===== config.mk =====
export PLATFORM = sky130hd
export DESIGN_NAME = memory_traffic_address_generator
export DESIGN_NICKNAME = d
export VERILOG_FILES = /design/src/mtag_pkg.sv /design/src/mtag_fifo.sv /design/src/mtag_front.sv /design/src/mtag_back.sv /design/src/memory_traffic_address_generator.sv
export SDC_FILE = /design/constraint.sdc
export NUM_CORES = 1
export LEC_CHECK = 0
export BUFFER_PORTS_ARGS = -buffer_cell sky130_fd_sc_hd__buf_4
export CAP_MARGIN = 20
export CORE_MARGIN = 10
export CORE_UTILIZATION = 56
export DETAILED_ROUTE_END_ITERATION = 8
export PLACE_DENSITY = 0.74
export SLEW_MARGIN = 10
export SYNTH_ARGS = -nofsm -noshare
export SYNTH_HDL_FRONTEND = slang
export SYNTH_SLANG_ARGS = --single-unit

===== constraint.sdc =====
create_clock -name clk -period 5.33 [get_ports clk]
set_clock_uncertainty 0.2 [all_clocks]
set_input_delay 1.066 -clock clk [delete_from_list [all_inputs] [get_ports clk]]
set_output_delay 1.066 -clock clk [all_outputs]
set_load 0.05 [all_outputs]

===== src/mtag_pkg.sv =====
package mtag_pkg;

	localparam int CHAIN_BITS = 5;
	localparam int CFG_ADDR_BITS = 3;
	localparam int CFG_DATA_BITS = 16;
	localparam int LENGTH_BITS = 16;
	localparam int STRIDE_BITS = 16;

	localparam logic [CFG_ADDR_BITS-1:0] CFG_MODE = 3'd0;
	localparam logic [CFG_ADDR_BITS-1:0] CFG_CHAIN_LENGTH = 3'd1;
	localparam logic [CFG_ADDR_BITS-1:0] CFG_STRIDE_STEP = 3'd2;
	localparam logic [CFG_ADDR_BITS-1:0] CFG_CHAIN_COUNT = 3'd3;
	localparam logic [CFG_ADDR_BITS-1:0] CFG_PAYLOAD_ACCESS = 3'd4;

	typedef enum logic [2:0] {
		MODE_SEQ_LOAD = 3'd0,
		MODE_SEQ_STORE = 3'd1,
		MODE_STRIDE = 3'd2,
		MODE_RAND_LOAD = 3'd3,
		MODE_RAND_STORE = 3'd4
	} mode_t;

	localparam mode_t RST_MODE = MODE_SEQ_LOAD;
	localparam logic [LENGTH_BITS-1:0] RST_CHAIN_LENGTH = 16'd509;
	localparam logic [STRIDE_BITS-1:0] RST_STRIDE_STEP = 16'd1;
	localparam logic [CHAIN_BITS-1:0] RST_CHAIN_COUNT = 5'd1;
	localparam logic RST_PAYLOAD_ACCESS = 1'b1;

	// Per-step attributes shared by every access of the burst.
	typedef struct packed {
		logic is_store;
		logic touches_payload;
		logic [CHAIN_BITS-1:0] chains;
	} ctl_t;

endpackage


===== src/mtag_fifo.sv =====
module mtag_fifo #(
	parameter int WIDTH = 8
) (
	input  logic             clk,
	input  logic             arst_n,
	input  logic             push,
	input  logic [WIDTH-1:0] push_data,
	output logic             full,
	input  logic             pop,
	output logic [WIDTH-1:0] pop_data,
	output logic             empty
);

	logic [WIDTH-1:0] mem_q [2];
	logic             wr_ptr_q;
	logic             rd_ptr_q;
	logic [1:0]       count_q;
	logic             do_push;
	logic             do_pop;

	assign full = (count_q == 2'd2);
	assign empty = (count_q == 2'd0);
	assign do_push = push && !full;
	assign do_pop = pop && !empty;
	assign pop_data = mem_q[rd_ptr_q];

	always_ff @(posedge clk) begin
		if (do_push) begin
			mem_q[wr_ptr_q] <= push_data;
		end
	end

	always_ff @(posedge clk or negedge arst_n) begin
		if (!arst_n) begin
			wr_ptr_q <= 1'b0;
			rd_ptr_q <= 1'b0;
			count_q <= 2'd0;
		end else begin
			if (do_push) begin
				wr_ptr_q <= !wr_ptr_q;
			end
			if (do_pop) begin
				rd_ptr_q <= !rd_ptr_q;
			end
			if (do_push && !do_pop) begin
				count_q <= count_q + 2'd1;
			end else if (do_pop && !do_push) begin
				count_q <= count_q - 2'd1;
			end
		end
	end

endmodule


===== src/mtag_front.sv =====
module mtag_front #(
	parameter int CHAIN_LIMIT = 20,
	parameter int INDEX_BITS = 16
) (
	input  logic                                 clk,
	input  logic                                 arst_n,
	input  logic                                 cfg_wr_en,
	input  logic [mtag_pkg::CFG_ADDR_BITS-1:0]  cfg_addr,
	input  logic [mtag_pkg::CFG_DATA_BITS-1:0]  cfg_wdata,
	input  logic                                 in_valid,
	output logic                                 in_stall,
	input  logic                                 restart,
	input  logic                                 q_full,
	output logic                                 q_push,
	output logic [INDEX_BITS-1:0]                q_index,
	output mtag_pkg::ctl_t                       q_ctl
);

	localparam int WB = (INDEX_BITS > mtag_pkg::LENGTH_BITS) ? INDEX_BITS
		: mtag_pkg::LENGTH_BITS;
	localparam int SW = WB + 1;
	localparam int RW = WB + 3;

	mtag_pkg::mode_t                        mode_q;
	logic [mtag_pkg::LENGTH_BITS-1:0]       chain_length_q;
	logic [mtag_pkg::STRIDE_BITS-1:0]       stride_step_q;
	logic [mtag_pkg::CHAIN_BITS-1:0]        chain_count_q;
	logic                                   payload_access_q;

	logic [INDEX_BITS-1:0] step_q;
	logic [INDEX_BITS-1:0] pos_q;

	logic                  accept;
	logic                  seq;
	logic                  stride;
	logic                  store_mode;
	logic [INDEX_BITS-1:0] step_eff;
	logic [INDEX_BITS-1:0] pos_eff;
	logic [SW-1:0]         step_inc;
	logic [INDEX_BITS-1:0] next_step;
	logic [SW-1:0]         stride_sum;
	logic [SW-1:0]         stride_wrap;
	logic [INDEX_BITS-1:0] stride_pos;
	logic [mtag_pkg::LENGTH_BITS-1:0] half;
	logic signed [RW-1:0]  p_s;
	logic signed [RW-1:0]  n_s;
	logic signed [RW-1:0]  odd_s;
	logic signed [RW-1:0]  up1;
	logic signed [RW-1:0]  up2;
	logic signed [RW-1:0]  up3;
	logic signed [RW-1:0]  dn1;
	logic signed [RW-1:0]  dn2;
	logic signed [RW-1:0]  dn3;
	logic signed [RW-1:0]  mid;
	logic signed [RW-1:0]  rand_sel;
	logic [INDEX_BITS-1:0] next_pos;
	logic [mtag_pkg::CHAIN_BITS-1:0] chains;

	assign in_stall = q_full;
	assign accept = in_valid && !q_full;
	assign q_push = accept;

	always_ff @(posedge clk or negedge arst_n) begin
		if (!arst_n) begin
			mode_q <= mtag_pkg::RST_MODE;
			chain_length_q <= mtag_pkg::RST_CHAIN_LENGTH;
			stride_step_q <= mtag_pkg::RST_STRIDE_STEP;
			chain_count_q <= mtag_pkg::RST_CHAIN_COUNT;
			payload_access_q <= mtag_pkg::RST_PAYLOAD_ACCESS;
		end else if (cfg_wr_en) begin
			unique case (cfg_addr)
				mtag_pkg::CFG_MODE: begin
					mode_q <= mtag_pkg::mode_t'(cfg_wdata[2:0]);
				end
				mtag_pkg::CFG_CHAIN_LENGTH: begin
					chain_length_q <= cfg_wdata[mtag_pkg::LENGTH_BITS-1:0];
				end
				mtag_pkg::CFG_STRIDE_STEP: begin
					stride_step_q <= cfg_wdata[mtag_pkg::STRIDE_BITS-1:0];
				end
				mtag_pkg::CFG_CHAIN_COUNT: begin
					chain_count_q <= cfg_wdata[mtag_pkg::CHAIN_BITS-1:0];
				end
				mtag_pkg::CFG_PAYLOAD_ACCESS: begin
					payload_access_q <= cfg_wdata[0];
				end
				default: begin
				end
			endcase
		end
	end

	// Undefined mode codes fall back to sequential load.
	always_comb begin
		seq = 1'b1;
		stride = 1'b0;
		store_mode = 1'b0;
		unique case (mode_q)
			mtag_pkg::MODE_SEQ_LOAD: begin
			end
			mtag_pkg::MODE_SEQ_STORE: begin
				store_mode = 1'b1;
			end
			mtag_pkg::MODE_STRIDE: begin
				seq = 1'b0;
				stride = 1'b1;
			end
			mtag_pkg::MODE_RAND_LOAD: begin
				seq = 1'b0;
			end
			mtag_pkg::MODE_RAND_STORE: begin
				seq = 1'b0;
				store_mode = 1'b1;
			end
			default: begin
			end
		endcase
	end

	assign step_eff = restart ? '0 : step_q;
	assign pos_eff = restart ? '0 : pos_q;

	assign step_inc = SW'(step_eff) + SW'(1);
	assign next_step = (step_inc >= SW'(chain_length_q)) ? '0 : step_inc[INDEX_BITS-1:0];

	assign stride_sum = SW'(pos_eff) + SW'(stride_step_q);
	assign stride_wrap = stride_sum - SW'(chain_length_q);
	assign stride_pos = (stride_sum >= SW'(chain_length_q)) ? stride_wrap[INDEX_BITS-1:0]
		: stride_sum[INDEX_BITS-1:0];

	// The walk computes every correction in parallel and picks the first in range.
	assign half = (chain_length_q == '0) ? '0 : ((chain_length_q - 1'b1) >> 1);
	assign p_s = RW'(pos_eff);
	assign n_s = RW'(chain_length_q);
	assign odd_s = RW'({step_eff, 1'b1});
	assign up1 = p_s + odd_s;
	assign up2 = up1 - n_s;
	assign up3 = up1 - (n_s <<< 1);
	assign dn1 = p_s - odd_s;
	assign dn2 = dn1 + n_s;
	assign dn3 = dn1 + (n_s <<< 1);
	assign mid = n_s - p_s;

	always_comb begin
		if (WB'(step_eff) < WB'(half)) begin
			if (up1 < n_s) begin
				rand_sel = up1;
			end else if (up2 < n_s) begin
				rand_sel = up2;
			end else begin
				rand_sel = up3;
			end
		end else if (WB'(step_eff) == WB'(half)) begin
			rand_sel = mid;
		end else begin
			if (!dn1[RW-1]) begin
				rand_sel = dn1;
			end else if (!dn2[RW-1]) begin
				rand_sel = dn2;
			end else begin
				rand_sel = dn3;
			end
		end
	end

	always_comb begin
		if (seq) begin
			next_pos = next_step;
		end else if (stride) begin
			next_pos = stride_pos;
		end else begin
			next_pos = rand_sel[INDEX_BITS-1:0];
		end
	end

	always_comb begin
		if (chain_count_q == '0) begin
			chains = mtag_pkg::CHAIN_BITS'(1);
		end else if (int'(chain_count_q) > CHAIN_LIMIT) begin
			chains = mtag_pkg::CHAIN_BITS'(CHAIN_LIMIT);
		end else begin
			chains = chain_count_q;
		end
	end

	assign q_index = seq ? step_eff : pos_eff;
	assign q_ctl.is_store = store_mode && payload_access_q;
	assign q_ctl.touches_payload = payload_access_q;
	assign q_ctl.chains = chains;

	always_ff @(posedge clk or negedge arst_n) begin
		if (!arst_n) begin
			step_q <= '0;
			pos_q <= '0;
		end else if (accept) begin
			step_q <= next_step;
			pos_q <= next_pos;
		end
	end

endmodule


===== src/mtag_back.sv =====
module mtag_back #(
	parameter int INDEX_BITS = 16
) (
	input  logic                              clk,
	input  logic                              arst_n,
	input  logic                              q_empty,
	input  logic [INDEX_BITS-1:0]             q_index,
	input  mtag_pkg::ctl_t                    q_ctl,
	output logic                              q_pop,
	output logic                              out_valid,
	input  logic                              out_stall,
	output logic [mtag_pkg::CHAIN_BITS-1:0]   chain_sel,
	output logic [INDEX_BITS-1:0]             element_index,
	output logic                              is_store,
	output logic                              touches_payload,
	output logic                              last_of_step
);

	logic                            out_valid_q;
	logic [mtag_pkg::CHAIN_BITS-1:0] cnt_q;
	logic [mtag_pkg::CHAIN_BITS-1:0] chain_sel_q;
	logic [INDEX_BITS-1:0]           element_index_q;
	logic                            is_store_q;
	logic                            touches_payload_q;
	logic                            last_q;
	logic                            load;
	logic                            issue;
	logic                            is_last;

	assign load = !out_valid_q || !out_stall;
	assign issue = load && !q_empty;
	assign is_last = (cnt_q == (q_ctl.chains - 1'b1));
	assign q_pop = issue && is_last;

	always_ff @(posedge clk or negedge arst_n) begin
		if (!arst_n) begin
			out_valid_q <= 1'b0;
			cnt_q <= '0;
		end else if (load) begin
			out_valid_q <= !q_empty;
			if (issue) begin
				cnt_q <= is_last ? '0 : cnt_q + 1'b1;
			end
		end
	end

	always_ff @(posedge clk) begin
		if (issue) begin
			chain_sel_q <= cnt_q;
			element_index_q <= q_index;
			is_store_q <= q_ctl.is_store;
			touches_payload_q <= q_ctl.touches_payload;
			last_q <= is_last;
		end
	end

	assign out_valid = out_valid_q;
	assign chain_sel = chain_sel_q;
	assign element_index = element_index_q;
	assign is_store = is_store_q;
	assign touches_payload = touches_payload_q;
	assign last_of_step = last_q;

endmodule


===== src/memory_traffic_address_generator.sv =====
// An item is taken at most once per cycle while the two-entry step queue has room.
// Its accesses reach the output through the step queue and then the output register, which
// issues one access per cycle while out_stall is low; each item yields one access per chain.
// Reset is asynchronous and active low: registers take their defaults, step and index clear,
// and the queue and output register empty.
module memory_traffic_address_generator #(
	parameter int CHAIN_LIMIT = 20,
	parameter int INDEX_BITS = 16
) (
	input  logic                                clk,
	input  logic                                arst_n,
	input  logic                                cfg_wr_en,
	input  logic [mtag_pkg::CFG_ADDR_BITS-1:0] cfg_addr,
	input  logic [mtag_pkg::CFG_DATA_BITS-1:0] cfg_wdata,
	input  logic                                in_valid,
	output logic                                in_stall,
	input  logic                                restart,
	output logic                                out_valid,
	input  logic                                out_stall,
	output logic [mtag_pkg::CHAIN_BITS-1:0]     chain_sel,
	output logic [INDEX_BITS-1:0]               element_index,
	output logic                                is_store,
	output logic                                touches_payload,
	output logic                                last_of_step
);

	localparam int QW = INDEX_BITS + $bits(mtag_pkg::ctl_t);

	logic                  q_full;
	logic                  q_empty;
	logic                  q_push;
	logic                  q_pop;
	logic [INDEX_BITS-1:0] push_index;
	mtag_pkg::ctl_t        push_ctl;
	logic [QW-1:0]         pop_data;
	logic [INDEX_BITS-1:0] pop_index;
	mtag_pkg::ctl_t        pop_ctl;

	mtag_front #(
		.CHAIN_LIMIT (CHAIN_LIMIT),
		.INDEX_BITS  (INDEX_BITS)
	) u_front (
		.clk       (clk),
		.arst_n    (arst_n),
		.cfg_wr_en (cfg_wr_en),
		.cfg_addr  (cfg_addr),
		.cfg_wdata (cfg_wdata),
		.in_valid  (in_valid),
		.in_stall  (in_stall),
		.restart   (restart),
		.q_full    (q_full),
		.q_push    (q_push),
		.q_index   (push_index),
		.q_ctl     (push_ctl)
	);

	mtag_fifo #(
		.WIDTH (QW)
	) u_fifo (
		.clk       (clk),
		.arst_n    (arst_n),
		.push      (q_push),
		.push_data ({push_index, push_ctl}),
		.full      (q_full),
		.pop       (q_pop),
		.pop_data  (pop_data),
		.empty     (q_empty)
	);

	assign pop_index = pop_data[QW-1 -: INDEX_BITS];
	assign pop_ctl = mtag_pkg::ctl_t'(pop_data[$bits(mtag_pkg::ctl_t)-1:0]);

	mtag_back #(
		.INDEX_BITS (INDEX_BITS)
	) u_back (
		.clk             (clk),
		.arst_n          (arst_n),
		.q_empty         (q_empty),
		.q_index         (pop_index),
		.q_ctl           (pop_ctl),
		.q_pop           (q_pop),
		.out_valid       (out_valid),
		.out_stall       (out_stall),
		.chain_sel       (chain_sel),
		.element_index   (element_index),
		.is_store        (is_store),
		.touches_payload (touches_payload),
		.last_of_step    (last_of_step)
	);

endmodule

**Word level (Yosys, flattened, before mapping)**

Memory sizes are Yosys's and may differ from the RTL's.
Index checks and enable logic that the tools add are counted.

- $add $sub $neg: 15
- Reduce and logical (&&, ||, !) cells: 30
- $lt $le $gt $ge: 6
- Equality and inequality tests: 11
- Multiplexer cells: 23

Operators by type and width:

| cell | number |
|---|---|
| 2-to-1 mux 16 bit | 13 |
| subtractor 16 bit | 3 |
| greater-or-equal comparator 17 x 16 -> 1 bit | 2 |
| adder 18 x 17 -> 19 bit | 1 |
| less-than comparator 19 x 17 -> 1 bit | 1 |
| subtractor 18 x 16 -> 19 bit | 1 |
| adder 16 x 17 -> 18 bit | 1 |
| less-than comparator 18 x 16 -> 1 bit | 1 |
| subtractor 16 x 17 -> 18 bit | 1 |
| adder 16 x 1 -> 17 bit, second input constant | 1 |
| adder 16 x 16 -> 17 bit | 1 |
| adder 16 bit | 1 |
| == test 16 bit | 1 |
| zero test 16 bit | 1 |
| less-than comparator 16 bit | 1 |
| subtractor 16 x 1 -> 16 bit, second input constant | 1 |
| 2-to-1 mux 15 bit | 1 |
| 2-to-1 mux 5 bit | 3 |
| == test 3 x 2 -> 1 bit, second input constant | 4 |
| AND reduction 2 bit | 6 |
| logical AND 1 bit | 8 |
| zero test 1 bit | 8 |
| == test 3 x 1 -> 1 bit, second input constant | 2 |
| == test 3 bit, second input constant | 2 |
| 16 further kinds | 20 |

- Word-level logic and storage cells: 103
- Memory bits (writable): 46
- Memories: 1
- Flip-flop bits (word level): 107

Memory list:

| name | words | width | rd ports | clocked after Yosys merged registers in | write ports | line | RTL |
|---|---|---|---|---|---|---|---|
| u_fifo.mem_q | 2 | 23 | 1 | 0 | 1 | mtag_fifo.sv:14 | `logic [WIDTH-1:0] mem_q [2];` |

**Depth between registers and ports, before layout**

- Depth after elaboration: 9
- Mapped depth: 34

**Hierarchy**

From an unflattened synthesis, not the netlist that was laid out.

- Cells, all modules: 1824
- Area total of the unflattened synthesis: 15841.4 um2

Modules (own cells, without submodules):

| module | seq. area each (um2) | area each (um2) | times used | cells an instance |
|---|---|---|---|---|
| mtag_front | 1840.5 | 12717.2 | 1 | 1658 |
| mtag_fifo | 1481.4 | 1959.4 | 1 | 91 |
| mtag_back | 870.8 | 1164.9 | 1 | 75 |

**Worst setup path before layout**

No wires, ideal clock.

- Path kind: input to register
- Start point: input restart
- End point: register u_front.pos_q[2]
- Arrival: 6761 ps
- Stages on the path: 31
- Buffers on the path: 5
- Slack: -1764 ps
- Path through: buf_4 -> buf_2 -> clkbuf_1 -> clkbuf_1 -> nand2b_1 -> inv_1 -> ha_1 -> nor2_1 -> a2111oi_2 -> nor4_1 -> a21oi_2 -> o21bai_1 -> nor2_1 -> or4_1 -> and3_1 -> ha_1 -> a21o_1 -> a21oi_1 -> o21bai_1 -> a21o_1 -> a221oi_1 -> xnor2_1 -> ha_1 -> and3_1 -> a41o_1 -> and4bb_1 -> and3_1 -> buf_6 -> nor2_4 -> o311ai_4 -> o211ai_2

- Cells in the longest elaborated chain, start to end: 9
- Elaborated cells between the ends (all ways): 28
- Those cells by class: 10 x add/sub; 5 x order compare; 1 x eq/ne; 12 x mux

RTL lines:

| what | line | RTL |
|---|---|---|
| start: declaration | memory_traffic_address_generator.sv:17 | `input logic restart,` |
| 2-to-1 mux 16 bit, on equally long branches | mtag_front.sv:121, mtag_front.sv:120 |  |
| adder 16 x 17 -> 18 bit or subtractor 16 x 17 -> 18 bit (tied branches) | mtag_front.sv:136, mtag_front.sv:139 |  |
| subtractor 18 x 16 -> 19 bit (tied with other cells) | mtag_front.sv:137 | `assign up2 = up1 - n_s;` |
| less-than comparator 19 x 17 -> 1 bit or 2-to-1 mux 16 bit (tied branches) | mtag_front.sv:148, mtag_front.sv:158 |  |
| 2-to-1 mux 16 bit, on equally long branches | mtag_front.sv:148, mtag_front.sv:156 |  |
| 2-to-1 mux 16 bit, on equally long branches | mtag_front.sv:146, mtag_front.sv:153 |  |
| 2-to-1 mux 16 bit | mtag_front.sv:145 | `if (WB'(step_eff) < WB'(half)) begin` |
| 2-to-1 mux 16 bit | mtag_front.sv:169 | `end else if (stride) begin` |
| 2-to-1 mux 16 bit * | mtag_front.sv:167 | `if (seq) begin` |
| end signal: assignment | mtag_front.sv:197 | `pos_q <= next_pos;` |
| end: declaration | mtag_front.sv:31 | `logic [INDEX_BITS-1:0] pos_q;` |

Mark *: on every way between the ends. The rest lies on a longest branch, timed or not.
A chain may end at the register's enable or synchronous reset.

**Final worst setup path**

- Start point: input restart
- End point: register u_front.pos_q[10]

Same word-level chain as after synthesis.

==> impl_metrics.py <==
metrics = {
    "routing": {
        "wl_mm": 62.28,
        "drc_errors": 0,
        "drtIter0Drc": 1986,
        "drtAntennaViolNets": 0,
        "firstDrtPassIters": 5,
        "post_drt_wl_per_cell_um": 23.20,
        "vias": 16740,
        "avgViaCountPerCell": 6.235,
    },
    "yosys": {
        "synth-edff-count": 70,
        "yosys_register_bits": 153,
        "syn_inst": 1804,
        "yosysUniqueCellTypes": 96,
        "synth_top_area_frac": 0.1500,
        "yosysWarningCount": 0,
        "yosys-top-cells-count": "ha_1 (187), nand2_1 (163), nor2_1 (142), xnor2_1 (118), a21oi_1 (116)",
        "netlist_top_cells_area": "ha_1 (15%), edfxtp_1 (13%), dfrtp_1 (12%)",
        "synthFlopType": "dfrtp_1",
        "avgSynthCellArea_um2": 8.645,
        "yosysMostFrequentCell": "ha_1",
        "synthArstFlopShare": 0.5425,
        "syn_area_um2": 15600,
        "synth_top_area_cell": "ha_1",
        "ys_seq_area_frac": 0.2688,
        "syn_nets": 2023,
    },
    "sta": {
        "timing.final.crit_period_ps": 6020,
        "finalSetupViolations": 16,
        "hold_viol": 0,
        "worstMarginPinSlew_ps": 933.9,
        "slew_headroom": 0.3774,
        "setup_ws_ps": -689.5,
        "period_share": 1.129,
        "setup-tns-final_ps": -9905,
        "max_freq_mhz": 166.1,
        "rsz0062_at_grt": "true",
        "slew_violations": 0,
    },
    "worst_setup_path": {
        "arrival_ps": 6140,
        "worstPathMaxFanout": 7,
        "start_kind": "input port",
        "crit_type": "in -> reg",
        "end_kind": "register",
        "worstPathRequired_ps": 5450,
    },
    "floorplanning": {
        "core_um2": 27630,
        "die_area_um2": 34930,
        "die_height_um": 186.9,
        "io-pin-count": 51,
        "rows": 61,
        "die_w_um": 186.9,
        "initial_core_util": 0.5645,
    },
    "grt": {
        "grt_overflow": 0,
        "grt_pass1_wl_mm": 94.03,
        "grt_max_degree": 43,
        "antenna_found_initial": 0,
        "grt_usage": 0.3426,
        "grt_pass1_vias": 16190,
    },
    "placed_design": {
        "place_congestion": 1.095,
        "dp_hpwl_mm": 49.37,
        "place_area_um2": 19910,
        "port_buffers": 50,
    },
    "pwr": {
        "peakVddDrop_v": 0.0005110,
        "p_leak_uw": 0.009712,
        "p_per_area_nw_per_um2": 697.2,
    },
    "final_layout": {
        "layout.nets": 2512,
        "n_antenna_cell": 0,
        "fin_area_um2": 21150,
        "area_delta_synth_final_pct": 35.64,
        "final_layout_size_suffix_gt1_frac": 0.3265,
    },
    "clocking": {
        "cts_sinks": 153,
        "htreeDepth": 4,
        "cts_tree": "yes",
        "clk_latency_ps": 440,
        "clk_pin_slew_worst_paths_ps": 80,
        "numCtsBuffers": 17,
        "clock-root-buffer": "clkbuf_16",
        "max-clock-path-buffers": 2,
    },
    "outcome": {
        "outcome": "complete, but fails checks",
        "violations": "negative setup slack",
    },
    "job": {
        "cap_violations": 0,
    },
    "worst_hold_path": {
        "hp-class": "reg -> reg",
    },
}
-- sequential cells by signal (all words and copies together), names as in the netlist, 2 cells and up --
name / flops
u_front.mode_q: 3
u_back.chain_sel: 5
u_front.pos_q: 16
u_fifo.count_q: 2
u_front.chain_count_q: 5
u_front.chain_length_q: 16
u_fifo.mem_q: 46
u_front.step_q: 16
u_front.stride_step_q: 16
u_back.element_index: 16
u_back.cnt_q: 5
-- per-layer routing --
layer,GRT usage,wire length (um),part of all wire
met4,0.2267,4860,0.078
met3,0.05928,5615,0.090
met2,0.5326,27120,0.44
met1,0.4307,24680,0.40
met5,0,0,0
-- what timing repair did --
item,4_1_cts,5_1_grt
pin swaps,50,37
buffers inserted,13,1
hold buffers,0,0
resized for setup,65,41
gates cloned,1,0
setup endpoints to repair,16,16
-- area by class of cell --
class	instances	area [um2]
clock inverters	14	148.9
multi-input cells	1502	11490
inverters	92	355.3
repair buffers	527	4066
clock buffers	18	429.2
well taps	378	473.0
flip-flops and latches	153	4193
fillers	2020	6475
-- per-stage QoR --
stage | worst slack [ps] | std cells | hold slack, ps | total power (uW) | util
after detailed placement | -1332 | 2638 | 260.5 | 12740 | 0.7206
after global routing | -890.0 | 2684 | 321.4 | 15650 | 0.7656
after floorplan | -1035 | 1804 | 223.1 | 8211 | -
after global placement | -1261 | 2636 | 260.4 | 12500 | 0.7195
final | -689.5 | 2684 | 282.4 | 14750 | 0.7656
after CTS | -576.9 | 2683 | 279.1 | 14330 | 0.7574
-- cell families (layout without fill, tap and decap cells) --
| family | Yosys count | count (layout) | synth area share |
|---|---|---|---|
| flip-flops | 153 | 153 | 0.2688 |
| AND/OR/NAND/NOR | 570 | 570 | 0.1777 |
| buffers and inverters | 149 | 651 | 0.03843 |
| AO/OA/AOI/OAI | 519 | 519 | 0.2234 |
| XOR/XNOR | 150 | 150 | 0.08424 |
| adder cells (fa/ha/maj) | 194 | 194 | 0.1590 |
| multiplexers | 69 | 69 | 0.04838 |
-- cells in the final DEF, fill, tap and decap left out, types with 29 or more instances in the layout --
master and instances:
buf_4 511, ha_1 174, nand2_1 160, nor2_1 136, xnor2_1 112, o21ai_0 110
a21oi_1 106, inv_1 83, dfrtp_1 72, edfxtp_1 70, mux2_2 45, nand2b_1 39
nor2b_1 38, nand3_1 38, nor3_1 32, xor2_1 29
-- report_power, final --
part	switching, uW	leakage (uW)	internal [uW]
Clock	599	0.000279	665
Sequential	303	0.00169	1660
Combinational	6120	0.00774	5400
-- final timing paths --
check,from,end,slack (ps),cells past startpoint
worst max-delay path,restart,u_front.pos_q[10]$_DFFE_PN0P_,-690,25
worst min-delay path,u_front.step_q[7]$_DFFE_PN0P_,u_front.step_q[7]$_DFFE_PN0P_,280,2
worst max register to register,u_front.pos_q[1]$_DFFE_PN0P_,u_front.pos_q[3]$_DFFE_PN0P_,-480,29
worst min register to register,u_front.step_q[7]$_DFFE_PN0P_,u_front.step_q[7]$_DFFE_PN0P_,280,2
max in group asynchronous,arst_n,u_front.chain_length_q[10]$_DFFE_PN0P_,3430,2
min in group asynchronous,arst_n,u_front.step_q[3]$_DFFE_PN0P_,450,1
-- critical path, cell delays in order --
cell       delay (ps)
buf_12            110
buf_4             140
nand2b_4          130
buf_4             170
fa_1              430
o21bai_1          270
a2111oi_2         120
buf_4             160
o21bai_2          270
a21oi_4           130
o211ai_1          220
xnor2_1            90
buf_4             150
ha_1              360
inv_1             100
o21bai_1          110
nor3b_1           240
and3_1            210
nor2_1             70
nor3b_2           160
a211o_2           380
nor2_1            130
o221ai_1          320
o211a_2           260
a221o_1           320
Power figures use the tool's default switching activity.
